File: src/sv/rrab_pkg.sv
// Shared types and constants for the rounded rectangle alpha blend core.
// Used by the design modules and the testbench; no dependencies of its own.
package rrab_pkg;

  localparam int DIM_W  = 12;   // rectangle and screen sizes
  localparam int RAD_W  = 11;   // corner radius
  localparam int SCR_W  = 13;   // signed screen coordinates
  localparam int PIX_W  = 32;
  localparam int CHAN_W = 8;
  localparam int SQ_W   = 2 * RAD_W;
  localparam int PROD_W = 2 * CHAN_W;

  localparam logic [CHAN_W-1:0] CHAN_MAX   = 8'd255;
  localparam logic [PIX_W-1:0]  FULL_ALPHA = 32'hFF00_0000;

  localparam logic [DIM_W-1:0]  RST_RECT_W  = 12'd0;
  localparam logic [DIM_W-1:0]  RST_RECT_H  = 12'd0;
  localparam logic [RAD_W-1:0]  RST_RADIUS  = 11'd0;
  localparam logic [PIX_W-1:0]  RST_FILL    = 32'd0;
  localparam logic [CHAN_W-1:0] RST_ALPHA   = 8'd255;
  localparam logic [DIM_W-1:0]  RST_SCR_W   = 12'd1024;
  localparam logic [DIM_W-1:0]  RST_SCR_H   = 12'd768;

  typedef enum logic [2:0] {
    REG_RECT_WIDTH    = 3'd0,
    REG_RECT_HEIGHT   = 3'd1,
    REG_CORNER_RADIUS = 3'd2,
    REG_FILL_COLOR    = 3'd3,
    REG_BLEND_ALPHA   = 3'd4,
    REG_SCREEN_WIDTH  = 3'd5,
    REG_SCREEN_HEIGHT = 3'd6
  } cfg_reg_t;

  // Load enables of the three work stages
  typedef struct packed {
    logic s1;
    logic s2;
    logic s3;
  } adv_t;

endpackage

File: src/sv/rrab_mask.sv
// Clip and rounded-corner mask pipeline: three register stages.
// Depends on rrab_pkg.
module rrab_mask #(
  parameter int COORD_BITS = 11
) (
  input  logic                      clk,
  input  rrab_pkg::adv_t            adv,
  input  logic [rrab_pkg::SCR_W-1:0] screen_x,
  input  logic [rrab_pkg::SCR_W-1:0] screen_y,
  input  logic [COORD_BITS-1:0]     local_x,
  input  logic [COORD_BITS-1:0]     local_y,
  input  logic [rrab_pkg::DIM_W-1:0] rect_w,
  input  logic [rrab_pkg::DIM_W-1:0] rect_h,
  input  logic [rrab_pkg::RAD_W-1:0] radius,
  input  logic [rrab_pkg::DIM_W-1:0] scr_w,
  input  logic [rrab_pkg::DIM_W-1:0] scr_h,
  output logic                      write_ok
);

  localparam int GW = ((COORD_BITS > rrab_pkg::DIM_W) ? COORD_BITS : rrab_pkg::DIM_W) + 2;

  logic [GW-1:0] lx_e, ly_e, w_e, h_e, r_e, wr_e, hr_e;
  logic          left, top, right, bottom, c0, c1, c2, c3;
  logic          base_ok, on_screen;
  logic [GW-1:0] dx_full, dy_full;

  logic                         base_ok_r, corner_r;
  logic [rrab_pkg::RAD_W-1:0]   dx_r, dy_r;
  logic                         base_ok2_r, corner2_r;
  logic [rrab_pkg::SQ_W:0]      dist_r;
  logic [rrab_pkg::SQ_W-1:0]    rsq_r;
  logic                         write_ok_r;

  always_comb begin
    lx_e = GW'(local_x);
    ly_e = GW'(local_y);
    w_e  = GW'(rect_w);
    h_e  = GW'(rect_h);
    r_e  = GW'(radius);
    wr_e = w_e - r_e;
    hr_e = h_e - r_e;
    left   = lx_e < r_e;
    top    = ly_e < r_e;
    right  = $signed(lx_e) >= $signed(wr_e);
    bottom = $signed(ly_e) >= $signed(hr_e);
    c0 = left && top;
    c1 = right && top;
    c2 = left && bottom;
    c3 = right && bottom;
    // Corner order decides: left side only when the top-left or bottom-left box wins
    dx_full = (c0 || (c2 && !c1)) ? (r_e - GW'(1) - lx_e) : (lx_e - wr_e);
    dy_full = (c0 || c1) ? (r_e - GW'(1) - ly_e) : (ly_e - hr_e);
    on_screen = !screen_x[rrab_pkg::SCR_W-1] && !screen_y[rrab_pkg::SCR_W-1] &&
                (screen_x[rrab_pkg::DIM_W-1:0] < scr_w) &&
                (screen_y[rrab_pkg::DIM_W-1:0] < scr_h);
    base_ok = (rect_w != '0) && (rect_h != '0) && on_screen &&
              (lx_e < w_e) && (ly_e < h_e);
  end

  always_ff @(posedge clk) begin
    if (adv.s1) begin
      base_ok_r <= base_ok;
      corner_r  <= (radius != '0) && (c0 || c1 || c2 || c3);
      dx_r      <= dx_full[rrab_pkg::RAD_W-1:0];
      dy_r      <= dy_full[rrab_pkg::RAD_W-1:0];
    end
    if (adv.s2) begin
      base_ok2_r <= base_ok_r;
      corner2_r  <= corner_r;
      dist_r     <= (rrab_pkg::SQ_W+1)'(dx_r * dx_r) + (rrab_pkg::SQ_W+1)'(dy_r * dy_r);
      rsq_r      <= rrab_pkg::SQ_W'(radius * radius);
    end
    if (adv.s3) begin
      write_ok_r <= base_ok2_r && (!corner2_r || (dist_r <= (rrab_pkg::SQ_W+1)'(rsq_r)));
    end
  end

  assign write_ok = write_ok_r;

endmodule

File: src/sv/rrab_blend.sv
// Per-channel alpha blend pipeline: products, divide by 255, final select.
// Depends on rrab_pkg.
module rrab_blend (
  input  logic                        clk,
  input  rrab_pkg::adv_t              adv,
  input  logic [rrab_pkg::PIX_W-1:0]  dest_pixel,
  input  logic [rrab_pkg::PIX_W-1:0]  fill_color,
  input  logic [rrab_pkg::CHAN_W-1:0] alpha,
  output logic [rrab_pkg::PIX_W-1:0]  dest_out,
  output logic [rrab_pkg::PIX_W-1:0]  blend_out
);

  localparam int CW = rrab_pkg::CHAN_W;
  localparam int PW = rrab_pkg::PROD_W;

  logic [CW-1:0]  inv_a;
  logic [PW-1:0]  sum   [3];
  logic [PW-1:0]  sum_r [3];
  logic [PW-1:0]  quo_t [3];
  logic [CW-1:0]  quo_r [3];
  logic [rrab_pkg::PIX_W-1:0] dst1_r, dst2_r, dst3_r, mixed, blend_r;

  assign inv_a = rrab_pkg::CHAN_MAX - alpha;

  always_comb begin
    for (int c = 0; c < 3; c++) begin
      sum[c] = PW'(fill_color[c*CW +: CW] * alpha) + PW'(dest_pixel[c*CW +: CW] * inv_a);
      // Exact x/255 for x up to 255*255
      quo_t[c] = sum_r[c] + PW'(sum_r[c] >> CW) + PW'(1);
    end
    mixed = rrab_pkg::FULL_ALPHA | {8'd0, quo_r[2], quo_r[1], quo_r[0]};
  end

  always_ff @(posedge clk) begin
    if (adv.s1) begin
      for (int c = 0; c < 3; c++) sum_r[c] <= sum[c];
      dst1_r <= dest_pixel;
    end
    if (adv.s2) begin
      for (int c = 0; c < 3; c++) quo_r[c] <= quo_t[c][PW-1:CW];
      dst2_r <= dst1_r;
    end
    if (adv.s3) begin
      dst3_r <= dst2_r;
      if (alpha == rrab_pkg::CHAN_MAX) begin
        blend_r <= fill_color;
      end else if (alpha == '0) begin
        blend_r <= dst2_r;
      end else begin
        blend_r <= mixed;
      end
    end
  end

  assign dest_out  = dst3_r;
  assign blend_out = blend_r;

endmodule

File: src/sv/rounded_rect_alpha_blend_core.sv
// Rounded rectangle alpha blend core: top level with config registers,
// stage control and output register. Depends on rrab_pkg, rrab_mask, rrab_blend.
// Each input transaction runs through three work stages and the output register to out_tvalid.
// Throughput: one pixel per cycle while out_tready does not stall the output.
// A stalled output holds the pipeline; in_tready stays high while any stage has a bubble.
// Reset (rst_n low, synchronous) empties the pipeline and loads register reset values.
module rounded_rect_alpha_blend_core #(
  parameter int COORD_BITS = 11
) (
  input  logic                 clk,
  input  logic                 rst_n,
  input  logic                 in_tvalid,
  output logic                 in_tready,
  // screen_x[12:0], screen_y[12:0], local_x, local_y, dest_pixel[31:0], zero fill
  input  logic [((2*rrab_pkg::SCR_W + 2*COORD_BITS + rrab_pkg::PIX_W + 7) / 8) * 8 - 1:0]
                               in_tdata,
  output logic                 out_tvalid,
  input  logic                 out_tready,
  output logic [31:0]          out_tdata,   // new_pixel[31:0]
  output logic [0:0]           out_tuser,   // write_pixel
  input  logic                 cfg_valid,
  output logic                 cfg_ready,
  input  logic [2:0]           cfg_index,
  input  logic [31:0]          cfg_data
);

  localparam int SW  = rrab_pkg::SCR_W;
  localparam int LX0 = 2 * SW;
  localparam int LY0 = LX0 + COORD_BITS;
  localparam int DP0 = LY0 + COORD_BITS;

  logic [rrab_pkg::DIM_W-1:0]  rect_w_r, rect_h_r, scr_w_r, scr_h_r;
  logic [rrab_pkg::RAD_W-1:0]  radius_r;
  logic [rrab_pkg::PIX_W-1:0]  fill_r;
  logic [rrab_pkg::CHAN_W-1:0] alpha_r;

  logic           v1_r, v2_r, v3_r, out_valid_r;
  logic           ld_out;
  rrab_pkg::adv_t adv;
  logic           write_ok;
  logic [rrab_pkg::PIX_W-1:0] dest_out, blend_out, pixel_r;
  logic           wpix_r;

  assign cfg_ready = 1'b1;

  always_ff @(posedge clk) begin
    if (!rst_n) begin
      rect_w_r <= rrab_pkg::RST_RECT_W;
      rect_h_r <= rrab_pkg::RST_RECT_H;
      radius_r <= rrab_pkg::RST_RADIUS;
      fill_r   <= rrab_pkg::RST_FILL;
      alpha_r  <= rrab_pkg::RST_ALPHA;
      scr_w_r  <= rrab_pkg::RST_SCR_W;
      scr_h_r  <= rrab_pkg::RST_SCR_H;
    end else if (cfg_valid) begin
      unique case (cfg_index)
        rrab_pkg::REG_RECT_WIDTH:    rect_w_r <= cfg_data[rrab_pkg::DIM_W-1:0];
        rrab_pkg::REG_RECT_HEIGHT:   rect_h_r <= cfg_data[rrab_pkg::DIM_W-1:0];
        rrab_pkg::REG_CORNER_RADIUS: radius_r <= cfg_data[rrab_pkg::RAD_W-1:0];
        rrab_pkg::REG_FILL_COLOR:    fill_r   <= cfg_data;
        rrab_pkg::REG_BLEND_ALPHA:   alpha_r  <= cfg_data[rrab_pkg::CHAN_W-1:0];
        rrab_pkg::REG_SCREEN_WIDTH:  scr_w_r  <= cfg_data[rrab_pkg::DIM_W-1:0];
        rrab_pkg::REG_SCREEN_HEIGHT: scr_h_r  <= cfg_data[rrab_pkg::DIM_W-1:0];
        default: ;  // drop writes beyond the register list
      endcase
    end
  end

  // Each stage loads when it is empty or the stage after it loads
  always_comb begin
    ld_out    = !out_valid_r || out_tready;
    adv.s3    = !v3_r || ld_out;
    adv.s2    = !v2_r || adv.s3;
    adv.s1    = !v1_r || adv.s2;
    in_tready = adv.s1;
  end

  always_ff @(posedge clk) begin
    if (!rst_n) begin
      v1_r        <= 1'b0;
      v2_r        <= 1'b0;
      v3_r        <= 1'b0;
      out_valid_r <= 1'b0;
    end else begin
      if (adv.s1) v1_r <= in_tvalid;
      if (adv.s2) v2_r <= v1_r;
      if (adv.s3) v3_r <= v2_r;
      if (ld_out) out_valid_r <= v3_r;
    end
  end

  rrab_mask #(.COORD_BITS(COORD_BITS)) u_mask (
    .clk      (clk),
    .adv      (adv),
    .screen_x (in_tdata[SW-1:0]),
    .screen_y (in_tdata[2*SW-1:SW]),
    .local_x  (in_tdata[LX0 +: COORD_BITS]),
    .local_y  (in_tdata[LY0 +: COORD_BITS]),
    .rect_w   (rect_w_r),
    .rect_h   (rect_h_r),
    .radius   (radius_r),
    .scr_w    (scr_w_r),
    .scr_h    (scr_h_r),
    .write_ok (write_ok)
  );

  rrab_blend u_blend (
    .clk        (clk),
    .adv        (adv),
    .dest_pixel (in_tdata[DP0 +: rrab_pkg::PIX_W]),
    .fill_color (fill_r),
    .alpha      (alpha_r),
    .dest_out   (dest_out),
    .blend_out  (blend_out)
  );

  always_ff @(posedge clk) begin
    if (ld_out) begin
      pixel_r <= write_ok ? blend_out : dest_out;
      wpix_r  <= write_ok;
    end
  end

  assign out_tvalid   = out_valid_r;
  assign out_tdata    = pixel_r;
  assign out_tuser[0] = wpix_r;

endmodule

File: config.mk
export PLATFORM = sky130hd
export DESIGN_NAME = rounded_rect_alpha_blend_core
export DESIGN_NICKNAME = d
export VERILOG_FILES = /design/src/sv/rrab_pkg.sv /design/src/sv/rrab_mask.sv /design/src/sv/rrab_blend.sv /design/src/sv/rounded_rect_alpha_blend_core.sv
export SDC_FILE = /design/constraint.sdc
export NUM_CORES = 2
export LEC_CHECK = 0
export BUFFER_PORTS_ARGS = -buffer_cell sky130_fd_sc_hd__buf_4
export CORE_MARGIN = 1.5
export CORE_UTILIZATION = 45
export CTS_CLUSTER_DIAMETER = 50
export DETAILED_ROUTE_END_ITERATION = 12
export GPL_TIMING_DRIVEN = 1
export SLEW_MARGIN = 20
export SYNTH_ARGS = -nofsm -noshare
export SYNTH_HDL_FRONTEND = slang
export SYNTH_SLANG_ARGS = --single-unit
File: constraint.sdc
create_clock -name clk -period 7.9 [get_ports clk]
set_input_delay 0.79 -clock clk [delete_from_list [all_inputs] [get_ports clk]]
set_output_delay 0.79 -clock clk [all_outputs]
set_load 0.02 [all_outputs]
==> results.py <==
metrics = {
    "sta": {
        "fin_skew_ns": 0.02418,
        "rsz0062_at_grt": "false",
        "max-slew-margin-rel_pct": 25.27,
        "finalSetupViolations": 0,
        "hold_violations": 0,
        "tightest_slew_ns": 1.117,
        "clock.fmax_ghz": 0.1492,
        "finalMaxSlewViolations": 0,
        "setup_tns_ns": 0,
        "whs_ns": 0.3541,
        "post-route-min-period_ns": 6.701,
        "period_share_pct": 84.82,
    },
    "worst_setup_path": {
        "required_ns": 8.25,
        "arrival_ns": 7.05,
        "worstPathMaxFanout": 12,
        "critical_path_class": "reg -> reg",
        "startpoint_type": "flip-flop",
        "endpoint_kind": "flip-flop",
        "reg2reg_slack_ns": 1.20,
    },
    "yosys": {
        "yosys_warnings": 0,
        "ys.flop_type": "edfxtp_1",
        "synth_top_cell_by_area": "fa_1",
        "syn_area_um2": 42920,
        "synth.top_cells.by_area": "fa_1 24%, edfxtp_1 21%, ha_1 15%",
        "yosysMostFrequentCell": "inv_1",
        "synth_common_cells": "822 x inv_1, 519 x fa_1, 513 x ha_1",
        "ys_types": 78,
        "avgSynthCellArea_um2": 10.05,
        "netlist.area_leader.share_pct": 24.21,
        "ys_seq_area_share_pct": 26.07,
        "synth-seq-cells": 407,
        "syn_inst": 4273,
        "synth_edf_count": 304,
        "async_flop_share_pct": 0,
    },
    "grt": {
        "grt_overflow": 0,
        "grt_max_degree": 104,
        "grt_pass1_wl_mm": 169.4,
        "grt_pass1_vias": 30278,
        "grtUsageTotal_pct": 22.35,
        "antenna_found_initial": 1,
    },
    "job": {
        "drv_cap": 0,
    },
    "place": {
        "port-buffer-count": 154,
        "hpwl_mm": 82.61,
        "place_area_um2": 45420,
        "place.gp.congestion": 0.8968,
    },
    "run_status": {
        "outcome": "finished clean",
    },
    "detailed_routing": {
        "ant_nets": 0,
        "wire_per_inst_um": 18.53,
        "drt-initial-drc-count": 1386,
        "viasPerCell": 5.068,
        "route.detailed.drc": 0,
        "dr_total_vias": 28823,
        "firstDrtPassIters": 5,
        "wirelength_mm": 105.4,
    },
    "clocking": {
        "tritoncts": "built",
        "cts_max_level": 2,
        "cts_post_setup_buffers_inserted": 0,
        "clkSinkCount": 407,
        "clk_pin_slew_worst_paths_ns": 0.06,
        "clk_path_buf_depth": 3,
        "clk_latency_ns": 0.60,
        "cts_resized": 0,
        "ctsHoldBuffers": 0,
        "root_buffer": "clkbuf_16",
        "cts_made_buffers": 51,
    },
    "floorplan": {
        "core_area_um2": 94730,
        "die_h_um": 311.8,
        "num_rows": 113,
        "start_util_pct": 45.31,
        "fp.dieArea_um2": 97250,
        "die_w_um": 311.8,
        "io_pins": 156,
    },
    "final_layout": {
        "drive_above_1_share_pct": 8.120,
        "final_area_um2": 47250,
        "syn2layout_area_growth_pct": 10.08,
        "fin_nets": 5531,
    },
    "hold_path": {
        "hold_class": "in -> reg",
    },
}
critical path: stages, from the launching register on:
cell	delay [ns]
edfxtp_1	0.57
inv_1	0.15
nor2_1	0.27
fa_1	0.49
fa_1	0.56
inv_1	0.06
fa_1	0.48
inv_1	0.05
fa_1	0.49
fa_1	0.43
fa_1	0.49
inv_1	0.05
fa_1	0.54
inv_1	0.06
ha_1	0.35
a21oi_1	0.14
o21ai_0	0.14
a221o_1	0.35
a21oi_1	0.20
a21oi_1	0.13
a21o_1	0.18
a21oi_1	0.17
xnor2_1	0.08
cell type report:
cell class	count	area, um^2
clock buffer	64	1428
timing repair buffer	192	1458
inverter	829	3114
sequential	407	11200
fill	8860	47480
tap	1265	1583
multi-input combinational	2898	28100
antenna	1	2.502
clock inverter	31	367.9
path summary, 6_finish.rpt:
| path | cells past startpoint | startpoint | endpoint |
|---|---|---|---|
| setup reg to reg | 22 | u_mask.dy_r[8] | u_mask.dist_r[21] |
| hold / removal | 1 | in_tdata[76] | u_blend.dst1_r[28] |
| hold reg to reg | 0 | u_blend.dst1_r[28] | u_blend.dst2_r[28] |
| setup / recovery | 22 | u_mask.dy_r[8] | u_mask.dist_r[21] |
sequential cells by signal, indices dropped and copies added, names as in the netlist, 23 cells and up:
signal and count:
u_blend.sum_r 48, u_blend.quo_r 24, u_blend.dst1_r 32, fill_r 32, u_blend.dest_out 32, u_mask.dist_r 23
u_blend.dst2_r 32, u_blend.blend_out 32, out_tdata 32
routing by layer:
metal  part of all wire (%)  track usage, %  wire length (um)  vias up
li1                       -               -                 -    13903
met1                     45           29.87             47280    14354
met2                     49           38.87             52160      448
met3                    3.2           2.143              3392      118
met4                    2.4           5.649              2546        0
met5                      0               0                 0        -
metrics by stage:
| step | std cells | utilization (%) | setup slack [ns] |
|---|---|---|---|
| 2_1_floorplan | 4275 | - | 1.631 |
| 3_3_place_gp | 5590 | 47.95 | 1.228 |
| 3_5_place_dp | 5590 | 47.95 | 1.197 |
| 4_1_cts | 5685 | 49.85 | 1.171 |
| 5_1_grt | 5687 | 49.88 | 0.8570 |
| 6_report | 5687 | 49.88 | 1.199 |
cells by family (layout without fill, tap and decap cells):
group                      Yosys count  count (layout)  share of synthesized area (%)
and+or+nand+nor                   1078            1078                          12.34
adders and majority gates         1032            1032                          39.16
buffers and inverters              970            1116                          8.558
AOI/OAI and AO/OA                  528             528                          8.287
DFF                                407             407                          26.07
xor gates and xnor gates           180             180                          3.673
muxes                               76              76                          1.898
other                                2               5                        0.01750
cell usage in the layout (no fill, tap or decap), types with 9 or more instances in the layout:
master / n
xnor2_1: 124
mux2i_1: 36
ha_1: 513
a21oi_1: 112
nand2_1: 442
dfxtp_1: 95
a21o_1: 66
nand4_1: 14
a31oi_1: 9
fa_1: 519
o21ai_0: 92
o21a_1: 36
nor3_1: 22
o22a_1: 9
a21boi_0: 92
clkinv_1: 9
a211oi_1: 16
nand2b_1: 88
o21bai_1: 19
mux2_2: 39
buf_4: 190
nand3_1: 37
nor2b_1: 150
nor2_1: 113
o211ai_1: 10
inv_1: 820
and2_1: 159
nor4_1: 14
clkbuf_16: 53
edfxtp_1: 304
xor2_1: 56
Power is not shown: default switching activity piles up to over one toggle a cycle in this logic, so the estimate is an artifact.
